[src/sv/gse_pkg.sv]
// shared types and constants for the gear rpm speed estimator
// no dependencies; imported by every module of the block
package gse_pkg;

  localparam int unsigned ADDR_W   = 5;
  localparam int unsigned DATA_W   = 64;
  localparam int unsigned RPM_W    = 16;
  localparam int unsigned GEAR_W   = 4;
  localparam int unsigned TIME_W   = 32;
  localparam int unsigned SPEED_W  = 16;
  localparam int unsigned FACTOR_W = 16;
  localparam int unsigned WEIGHT_W = 17;
  localparam int unsigned SETTLE_W = 16;
  localparam int unsigned PROD1_W  = RPM_W + FACTOR_W;
  localparam int unsigned PROD2_W  = SPEED_W + WEIGHT_W;

  localparam logic [WEIGHT_W-1:0] FULL_WEIGHT = 17'd65536;
  localparam logic [SPEED_W-1:0]  MIN_RAW     = 16'd640;
  localparam logic [SPEED_W-1:0]  FLOOR_RAW   = 16'd64;

  // register index, taken from paddr[4:3]
  typedef enum logic [1:0] {
    REG_GEAR_LOW  = 2'd0,
    REG_GEAR_HIGH = 2'd1,
    REG_SMOOTHING = 2'd2,
    REG_SETTLE    = 2'd3
  } gse_reg_e;

  typedef enum logic [2:0] {
    ST_IDLE,
    ST_EVAL,
    ST_DIFF,
    ST_SCALE,
    ST_UPD
  } gse_state_e;

  typedef struct packed {
    logic [63:0]         gear_factors_low;
    logic [47:0]         gear_factors_high;
    logic [WEIGHT_W-1:0] smoothing;
    logic [SETTLE_W-1:0] settle_ms;
  } gse_cfg_t;

  typedef struct packed {
    logic load;
    logic eval;
    logic diff;
    logic scale;
    logic finish;
  } gse_cmd_t;

  typedef struct packed {
    logic out_busy;
  } gse_status_t;

endpackage

[src/sv/gse_regs.sv]
// configuration registers behind an apb-style port
// depends on gse_pkg
module gse_regs (
  input  logic                      clk_i,
  input  logic                      rst_ni,
  input  logic                      psel,
  input  logic                      penable,
  input  logic                      pwrite,
  input  logic [gse_pkg::ADDR_W-1:0] paddr,
  input  logic [gse_pkg::DATA_W-1:0] pwdata,
  output logic [gse_pkg::DATA_W-1:0] prdata,
  output logic                      pready,
  output gse_pkg::gse_cfg_t         cfg_o
);
  import gse_pkg::*;

  gse_cfg_t cfg_q;
  gse_reg_e reg_sel;
  logic     wr_en;

  assign pready  = 1'b1;
  assign reg_sel = gse_reg_e'(paddr[4:3]);
  assign wr_en   = psel && penable && pwrite && pready;

  always_ff @(posedge clk_i or negedge rst_ni) begin
    if (!rst_ni) begin
      cfg_q.gear_factors_low  <= '0;
      cfg_q.gear_factors_high <= '0;
      cfg_q.smoothing         <= FULL_WEIGHT;
      cfg_q.settle_ms         <= '0;
    end else if (wr_en) begin
      case (reg_sel)
        REG_GEAR_LOW:  cfg_q.gear_factors_low  <= pwdata;
        REG_GEAR_HIGH: cfg_q.gear_factors_high <= pwdata[47:0];
        REG_SMOOTHING: cfg_q.smoothing         <= pwdata[WEIGHT_W-1:0];
        REG_SETTLE:    cfg_q.settle_ms         <= pwdata[SETTLE_W-1:0];
        default: ;
      endcase
    end
  end

  always_comb begin
    case (reg_sel)
      REG_GEAR_LOW:  prdata = cfg_q.gear_factors_low;
      REG_GEAR_HIGH: prdata = {16'd0, cfg_q.gear_factors_high};
      REG_SMOOTHING: prdata = {{(DATA_W-WEIGHT_W){1'b0}}, cfg_q.smoothing};
      REG_SETTLE:    prdata = {{(DATA_W-SETTLE_W){1'b0}}, cfg_q.settle_ms};
      default:       prdata = '0;
    endcase
  end

  assign cfg_o = cfg_q;

endmodule

[src/sv/gse_ctrl.sv]
// sequencer for one tick: evaluate, difference, scale, update
// depends on gse_pkg
module gse_ctrl (
  input  logic                   clk_i,
  input  logic                   rst_ni,
  input  logic                   in_valid_i,
  output logic                   in_stall_o,
  input  gse_pkg::gse_status_t   status_i,
  output gse_pkg::gse_cmd_t      cmd_o
);
  import gse_pkg::*;

  gse_state_e state_q, state_d;

  always_ff @(posedge clk_i or negedge rst_ni) begin
    if (!rst_ni) begin
      state_q <= ST_IDLE;
    end else begin
      state_q <= state_d;
    end
  end

  always_comb begin
    state_d = state_q;
    case (state_q)
      ST_IDLE:  if (in_valid_i) state_d = ST_EVAL;
      ST_EVAL:  state_d = ST_DIFF;
      ST_DIFF:  state_d = ST_SCALE;
      ST_SCALE: state_d = ST_UPD;
      ST_UPD:   if (!status_i.out_busy) state_d = ST_IDLE;
      default:  state_d = ST_IDLE;
    endcase
  end

  always_comb begin
    cmd_o      = '0;
    in_stall_o = 1'b1;
    case (state_q)
      ST_IDLE: begin
        in_stall_o = 1'b0;
        cmd_o.load = in_valid_i;
      end
      ST_EVAL:  cmd_o.eval  = 1'b1;
      ST_DIFF:  cmd_o.diff  = 1'b1;
      ST_SCALE: cmd_o.scale = 1'b1;
      ST_UPD:   cmd_o.finish = !status_i.out_busy;
      default: ;
    endcase
  end

endmodule

[src/sv/gse_datapath.sv]
// speed datapath: gear state, settle deadline, raw speed and low-pass filter
// depends on gse_pkg
module gse_datapath (
  input  logic                         clk_i,
  input  logic                         rst_ni,
  input  gse_pkg::gse_cfg_t            cfg_i,
  input  gse_pkg::gse_cmd_t            cmd_i,
  output gse_pkg::gse_status_t         status_o,
  input  logic [gse_pkg::RPM_W-1:0]    rpm_i,
  input  logic [gse_pkg::GEAR_W-1:0]   gear_number_i,
  input  logic                         drive_selected_i,
  input  logic [gse_pkg::TIME_W-1:0]   now_ms_i,
  input  logic                         out_stall_i,
  output logic                         out_valid_o,
  output logic [gse_pkg::SPEED_W-1:0]  speed_o,
  output logic                         holding_o
);
  import gse_pkg::*;

  // captured tick
  logic [RPM_W-1:0]  rpm_q;
  logic [GEAR_W-1:0] gear_q;
  logic              drive_q;
  logic [TIME_W-1:0] now_q;

  // persistent state
  logic [SPEED_W-1:0] filt_q, filt_d;
  logic [GEAR_W-1:0]  prev_gear_q;
  logic [TIME_W-1:0]  deadline_q;

  // per-tick working registers
  logic               clr_q, run_q, hold_q;
  logic [PROD1_W-1:0] prod1_q;
  logic [SPEED_W-1:0] diff_q;
  logic               neg_q;
  logic [PROD2_W-1:0] prod2_q;
  logic               out_valid_q, holding_q;

  logic [FACTOR_W-1:0] factor;
  logic                changed, normal, clr_d, run_d;
  logic [TIME_W-1:0]   deadline_new;
  logic [SPEED_W-1:0]  sat_raw, raw;
  logic [WEIGHT_W-1:0] weight;
  logic [SPEED_W-1:0]  step;

  always_comb begin
    case (gear_q)
      4'd1:    factor = cfg_i.gear_factors_low[15:0];
      4'd2:    factor = cfg_i.gear_factors_low[31:16];
      4'd3:    factor = cfg_i.gear_factors_low[47:32];
      4'd4:    factor = cfg_i.gear_factors_low[63:48];
      4'd5:    factor = cfg_i.gear_factors_high[15:0];
      4'd6:    factor = cfg_i.gear_factors_high[31:16];
      default: factor = cfg_i.gear_factors_high[47:32];
    endcase
  end

  assign changed      = gear_q != prev_gear_q;
  assign deadline_new = changed ? now_q + {{(TIME_W-SETTLE_W){1'b0}}, cfg_i.settle_ms}
                                : deadline_q;
  assign normal       = (gear_q != '0) && (rpm_q != '0) && drive_q;
  assign clr_d        = (gear_q == '0) || ((rpm_q != '0) && !drive_q);
  assign run_d        = normal && (now_q >= deadline_new);

  // q10.6 raw speed with saturation and low-speed floor
  assign sat_raw = (prod1_q[PROD1_W-1:SPEED_W+10] != '0) ? '1 : prod1_q[SPEED_W+9:10];
  assign raw     = (sat_raw > MIN_RAW) ? sat_raw : FLOOR_RAW;

  assign weight = (cfg_i.smoothing > FULL_WEIGHT) ? FULL_WEIGHT : cfg_i.smoothing;
  assign step   = prod2_q[PROD2_W-2:WEIGHT_W-1];

  always_comb begin
    filt_d = filt_q;
    if (clr_q) begin
      filt_d = '0;
    end else if (run_q) begin
      filt_d = neg_q ? filt_q - step : filt_q + step;
    end
  end

  always_ff @(posedge clk_i) begin
    if (cmd_i.load) begin
      rpm_q   <= rpm_i;
      gear_q  <= gear_number_i;
      drive_q <= drive_selected_i;
      now_q   <= now_ms_i;
    end
    if (cmd_i.eval) begin
      clr_q   <= clr_d;
      run_q   <= run_d;
      hold_q  <= !clr_d && !run_d;
      prod1_q <= PROD1_W'(rpm_q) * PROD1_W'(factor);
    end
    if (cmd_i.diff) begin
      neg_q  <= raw < filt_q;
      diff_q <= (raw < filt_q) ? filt_q - raw : raw - filt_q;
    end
    if (cmd_i.scale) begin
      prod2_q <= PROD2_W'(diff_q) * PROD2_W'(weight);
    end
  end

  always_ff @(posedge clk_i or negedge rst_ni) begin
    if (!rst_ni) begin
      prev_gear_q <= '0;
      deadline_q  <= '0;
      filt_q      <= '0;
      holding_q   <= 1'b0;
      out_valid_q <= 1'b0;
    end else begin
      if (cmd_i.eval && normal && changed) begin
        prev_gear_q <= gear_q;
        deadline_q  <= deadline_new;
      end
      if (cmd_i.finish) begin
        filt_q      <= filt_d;
        holding_q   <= hold_q;
        out_valid_q <= 1'b1;
      end else if (out_valid_q && !out_stall_i) begin
        out_valid_q <= 1'b0;
      end
    end
  end

  assign status_o.out_busy = out_valid_q && out_stall_i;
  assign out_valid_o       = out_valid_q;
  assign speed_o           = filt_q;
  assign holding_o         = holding_q;

endmodule

[src/sv/gear_rpm_speed_estimator.sv]
// top level of the gear rpm speed estimator
// depends on gse_pkg, gse_regs, gse_ctrl, gse_datapath
//
// Each accepted tick (rpm, gear, drive flag, millisecond time) yields exactly
// one result: the filtered vehicle speed in q10.6 km/h and a holding flag.
// The raw speed is rpm times the per-gear q0.16 factor, shifted down by 10,
// saturated at 65535 and floored to 1 km/h at or below 10 km/h; a gear change
// starts a settle hold of settle_ms, after which a first-order low-pass
// filter with weight smoothing moves the speed toward the raw value. Gear 0
// or a non-drive lever clears the speed, rpm 0 holds it. One tick occupies
// the block through a capture step, then evaluate (gear decode and
// the rpm by factor multiply), difference, scale (the difference by weight
// multiply) and update; both multiplies are registered. The
// result sits in an output register, so a stalled result only delays the
// update step of the following tick. Configuration is an apb-style port
// with 64-bit data; registers lie at byte addresses 0, 8, 16 and 24
// (gear factors low, gear factors high, smoothing, settle time), decoded
// from paddr[4:3]. pready is always high.
module gear_rpm_speed_estimator (
  input  logic                         clk_i,
  input  logic                         rst_ni,
  // apb-style configuration port
  input  logic                         psel,
  input  logic                         penable,
  input  logic                         pwrite,
  input  logic [gse_pkg::ADDR_W-1:0]   paddr,
  input  logic [gse_pkg::DATA_W-1:0]   pwdata,
  output logic [gse_pkg::DATA_W-1:0]   prdata,
  output logic                         pready,
  // tick input
  input  logic                         in_valid_i,
  output logic                         in_stall_o,
  input  logic [gse_pkg::RPM_W-1:0]    rpm_i,
  input  logic [gse_pkg::GEAR_W-1:0]   gear_number_i,
  input  logic                         drive_selected_i,
  input  logic [gse_pkg::TIME_W-1:0]   now_ms_i,
  // result output
  output logic                         out_valid_o,
  input  logic                         out_stall_i,
  output logic [gse_pkg::SPEED_W-1:0]  speed_o,
  output logic                         holding_o
);
  import gse_pkg::*;

  gse_cfg_t    cfg;
  gse_cmd_t    cmd;
  gse_status_t status;

  gse_regs u_regs (
    .clk_i   (clk_i),
    .rst_ni  (rst_ni),
    .psel    (psel),
    .penable (penable),
    .pwrite  (pwrite),
    .paddr   (paddr),
    .pwdata  (pwdata),
    .prdata  (prdata),
    .pready  (pready),
    .cfg_o   (cfg)
  );

  // sequencer: one tick at a time, waits in update while the result is stalled
  gse_ctrl u_ctrl (
    .clk_i      (clk_i),
    .rst_ni     (rst_ni),
    .in_valid_i (in_valid_i),
    .in_stall_o (in_stall_o),
    .status_i   (status),
    .cmd_o      (cmd)
  );

  // datapath: owns filter state, gear tracking and the output register
  gse_datapath u_dp (
    .clk_i            (clk_i),
    .rst_ni           (rst_ni),
    .cfg_i            (cfg),
    .cmd_i            (cmd),
    .status_o         (status),
    .rpm_i            (rpm_i),
    .gear_number_i    (gear_number_i),
    .drive_selected_i (drive_selected_i),
    .now_ms_i         (now_ms_i),
    .out_stall_i      (out_stall_i),
    .out_valid_o      (out_valid_o),
    .speed_o          (speed_o),
    .holding_o        (holding_o)
  );

  // a tick transfer is followed by a busy cycle, never by a second transfer
  a_no_back_to_back: assert property (@(posedge clk_i) disable iff (!rst_ni)
    in_valid_i && !in_stall_o |=> in_stall_o)
    else $error("input transfer accepted while a tick is in progress");

  // finishing a tick always presents a result
  a_finish_shows_result: assert property (@(posedge clk_i) disable iff (!rst_ni)
    cmd.finish |=> out_valid_o)
    else $error("finished tick did not raise out_valid_o");

  // a held result carries the speed from before the tick
  a_hold_keeps_speed: assert property (@(posedge clk_i) disable iff (!rst_ni)
    cmd.finish ##1 holding_o |-> speed_o == $past(speed_o))
    else $error("speed changed on a held result");

endmodule

[config.mk]
export PLATFORM = sky130hd
export DESIGN_NAME = gear_rpm_speed_estimator
export DESIGN_NICKNAME = d
export VERILOG_FILES = /design/src/sv/gse_pkg.sv /design/src/sv/gse_regs.sv /design/src/sv/gse_ctrl.sv /design/src/sv/gse_datapath.sv /design/src/sv/gear_rpm_speed_estimator.sv
export SDC_FILE = /design/constraint.sdc
export NUM_CORES = 2
export LEC_CHECK = 0
export BUFFER_PORTS_ARGS = -buffer_cell sky130_fd_sc_hd__buf_2
export CAP_MARGIN = 20
export CORE_UTILIZATION = 35
export CTS_BUF_LIST = sky130_fd_sc_hd__clkbuf_4 sky130_fd_sc_hd__clkbuf_8
export CTS_CLUSTER_DIAMETER = 80
export DETAILED_ROUTE_END_ITERATION = 6
export PLACE_DENSITY = 0.59
export SYNTH_ARGS = -nofsm -noshare
export SYNTH_HDL_FRONTEND = slang
export SYNTH_SLANG_ARGS = --single-unit
[constraint.sdc]
create_clock -name clk_i -period 6.86 [get_ports clk_i]
set_clock_uncertainty 0.2 [all_clocks]
set_input_delay 0.686 -clock clk_i [delete_from_list [all_inputs] [get_ports clk_i]]
set_output_delay 0.686 -clock clk_i [all_outputs]
set_load 0.02 [all_outputs]
==> impl_metrics.yaml <==
floorplan:
  dieArea_um2: 97500
  start_util: 0.354
  core_um2: 95200
  chipWidth_um: 312
  die_h_um: 312
  pin_count: 213
  row_count: 113
yosys:
  synth_edf_count: 111
  netlist_instances: 3310
  ys_ff_latch: 313
  synth_cell_types: 76
  synthTopCellsByArea: "fa_1 (24%), dfrtp_1 (15%), ha_1 (11%)"
  yosysMostFrequentCell: "inv_1"
  ys_top_cells_by_count: "inv_1 (527), fa_1 (403), nand2_1 (341)"
  ys_async_sr_fraction: 0.645
  netlist_area_um2: 33700
  seq_area_frac_synth: 0.249
  yosys_warnings: 0
  avgSynthCellArea_um2: 10.2
  synth_top_cell_area_share: 0.239
  synth_area_leader_cell: "fa_1"
  synth-main-ff-cell: "dfrtp_1"
  syn-num-nets: 4136
timing:
  worstMarginPinSlew_ns: 1.04
  finalCritPeriodShare: 1.02
  finalHoldViolCount: 0
  fmax_mhz: 143
  rsz0062_at_grt: "true"
  fin_tns_setup_ns: -0.516
  setup_ws_ns: -0.130
  relSlewSlack: 0.306
  slew_violations: 0
  fin_crit_ns: 6.99
  setup-violations-final: 9
grt:
  grt_max_degree: 77
  grtUsageTotal: 0.194
  antenna_found_initial: 15
  grt_pass1_vias: 26500
  grt_pass1_wl_um: 149000
  grt-ovfl-total: 0
worst_setup_path:
  cp-start-kind: "flop"
  cp_data_arrival_time_ns: 7.17
  critPathRequiredTime_ns: 7.04
  critPathMaxFanout: 5
  endpoint_kind: "flop"
  critical_path_class: "reg2reg"
drt:
  drtIter0Drc: 1314
  firstDrtPassIters: 5
  vias: 25100
  wl_um: 93100
  drc: 0
  post_drt_via_cell_ratio: 4.92
  antenna_left: 0
  wl_per_cell_um: 18.2
clocking:
  cts_num_sinks: 313
  clk_latency_ns: 0.70
  numCtsBuffers: 55
  clkSlewWorstSetupHoldPaths_ns: 0.06
  cts.path.max_buffers: 3
  cts_tree: "yes"
  htreeDepth: 2
  cts_root_buffer: "clkbuf_8"
run_status:
  status: "complete, but fails checks"
  violations: "setup timing"
placed_design:
  dp_hpwl_um: 74200
  port_buffers: 208
  gp_congestion: 0.877
flow_run:
  cap_violations: 0
cells_and_area:
  nFillCells: 9120
  area_delta_synth_final_pct: 21.2
  fin_nets: 4611
  drive_above_1_share: 0.236
min_path:
  min_path_type: "in2reg"
## worst max-delay path, stage by stage, from the launching register on
cell and delay [ns]:
dfrtp_1 0.41, nor4_4 0.35, a41oi_4 0.17, buf_6 0.16
nor2b_1 0.10, buf_4 0.16, nand2_2 0.07, fa_1 0.48
fa_1 0.52, inv_2 0.06, fa_1 0.53, fa_1 0.44
fa_1 0.49, inv_1 0.05, fa_1 0.49, inv_2 0.05
ha_4 0.21, a21o_1 0.18, a21o_1 0.18, a21o_1 0.21
a21oi_2 0.16, a21boi_2 0.19, buf_6 0.14, a21oi_4 0.07
a41oi_2 0.20, nand2b_1 0.12, buf_4 0.15, xor2_1 0.13
## area by class of cell
type                       count  area [µm²]  area share
clock buffer                  78         980      0.0240
sequential                   313        8390       0.205
multi-input combinational   2339       23400       0.574
antenna                        6        15.0    0.000368
tap                         1265        1580      0.0387
timing repair buffer         549        4190       0.103
clock inverter                24         273     0.00668
inverter                     527        1980      0.0484
## per-stage QoR
step                      instance area (µm²)   util  setup WS (ns)  cells  hold WS [ns]
after global placement                  38100  0.400         -0.491   4898         0.287
final                                   40800  0.429         -0.130   5101        0.0369
after detailed placement                38100  0.400         -0.580   4899         0.294
after global routing                    40800  0.429         -0.328   5098        0.0277
after CTS                               40400  0.425        -0.0566   5086      0.000793
after floorplan                         33800      -       -0.00768   3310         0.190
## metal layers
metal  wire (µm)  vias up  share of wire  track usage
li1            -    11700              -            -
met1       41500    12600           0.45        0.259
met2       44300      595           0.48        0.326
met3        4840      126          0.052       0.0284
met4        2330        4          0.025       0.0530
met5          16        -        0.00017            0
## what timing repair did
action	CTS	global route
pin swaps	36	62
hold buffers	72	0
setup buffers	12	11
hold endpoints to repair	147	0
gates cloned	1	0
setup endpoints to repair	27	32
gates resized for setup	60	68
## cell families after synthesis
kind of cell	after synthesis	share of synthesized area
and+or+nand+nor	911	0.135
adders and majority gates	697	0.349
buffers and inverters	658	0.0741
AOI/OAI and AO/OA	348	0.0712
DFF	313	0.249
muxes	268	0.0921
xor gates and xnor gates	114	0.0296
other	1	0.000111
## path summary, 6_finish.rpt
kind	start	end	slack, ns	depth (start not counted)
worst max-delay path	u_regs.cfg_o[31]	u_dp.prod2_q[29]	-0.13	27
worst min-delay path	gear_number_i[0]	u_dp.gear_q[0]	0.04	1
worst max register to register	u_regs.cfg_o[31]	u_dp.prod2_q[29]	-0.13	27
worst min register to register	u_dp.deadline_q[31]	u_dp.deadline_q[31]	0.30	1
max in group asynchronous	rst_ni	u_regs.cfg_o[90]	4.60	3
min in group asynchronous	rst_ni	u_dp.deadline_q[26]	0.37	2
## sequential cells by signal, indices dropped and copies added (netlist names), 16 cells and up
name	flops
u_dp.prod1_q	22
u_dp.rpm_q	16
u_dp.deadline_q	32
u_dp.now_q	32
u_dp.speed_o	16
u_regs.cfg_o	145
u_dp.diff_q	16
u_dp.prod2_q	16
## cells in the final DEF (no fill, tap or decap), types with 15 or more instances in the layout
cell	synthesis	layout
nor2b_1	37	33
dfrtp_1	201	201
buf_4	2	229
a21oi_1	89	74
nand4_1	33	33
xnor2_1	85	84
mux4_2	16	16
nand2b_1	18	16
nor3_1	25	18
dlygate4sd3_1	0	72
mux2i_1	75	75
clkbuf_8	0	63
ha_1	294	284
fa_1	403	392
nand2_1	341	337
nand3_1	21	19
and2_1	269	263
o21ai_0	54	51
xor2_1	29	29
buf_2	4	206
a21o_1	53	53
inv_1	527	517
nor2_1	111	102
buf_12	0	25
mux2_2	177	177
a22oi_1	42	41
clkbuf_4	0	15
edfxtp_1	111	111
Power is not shown: default switching activity piles up to over one toggle a cycle in this logic, so the estimate is an artifact.
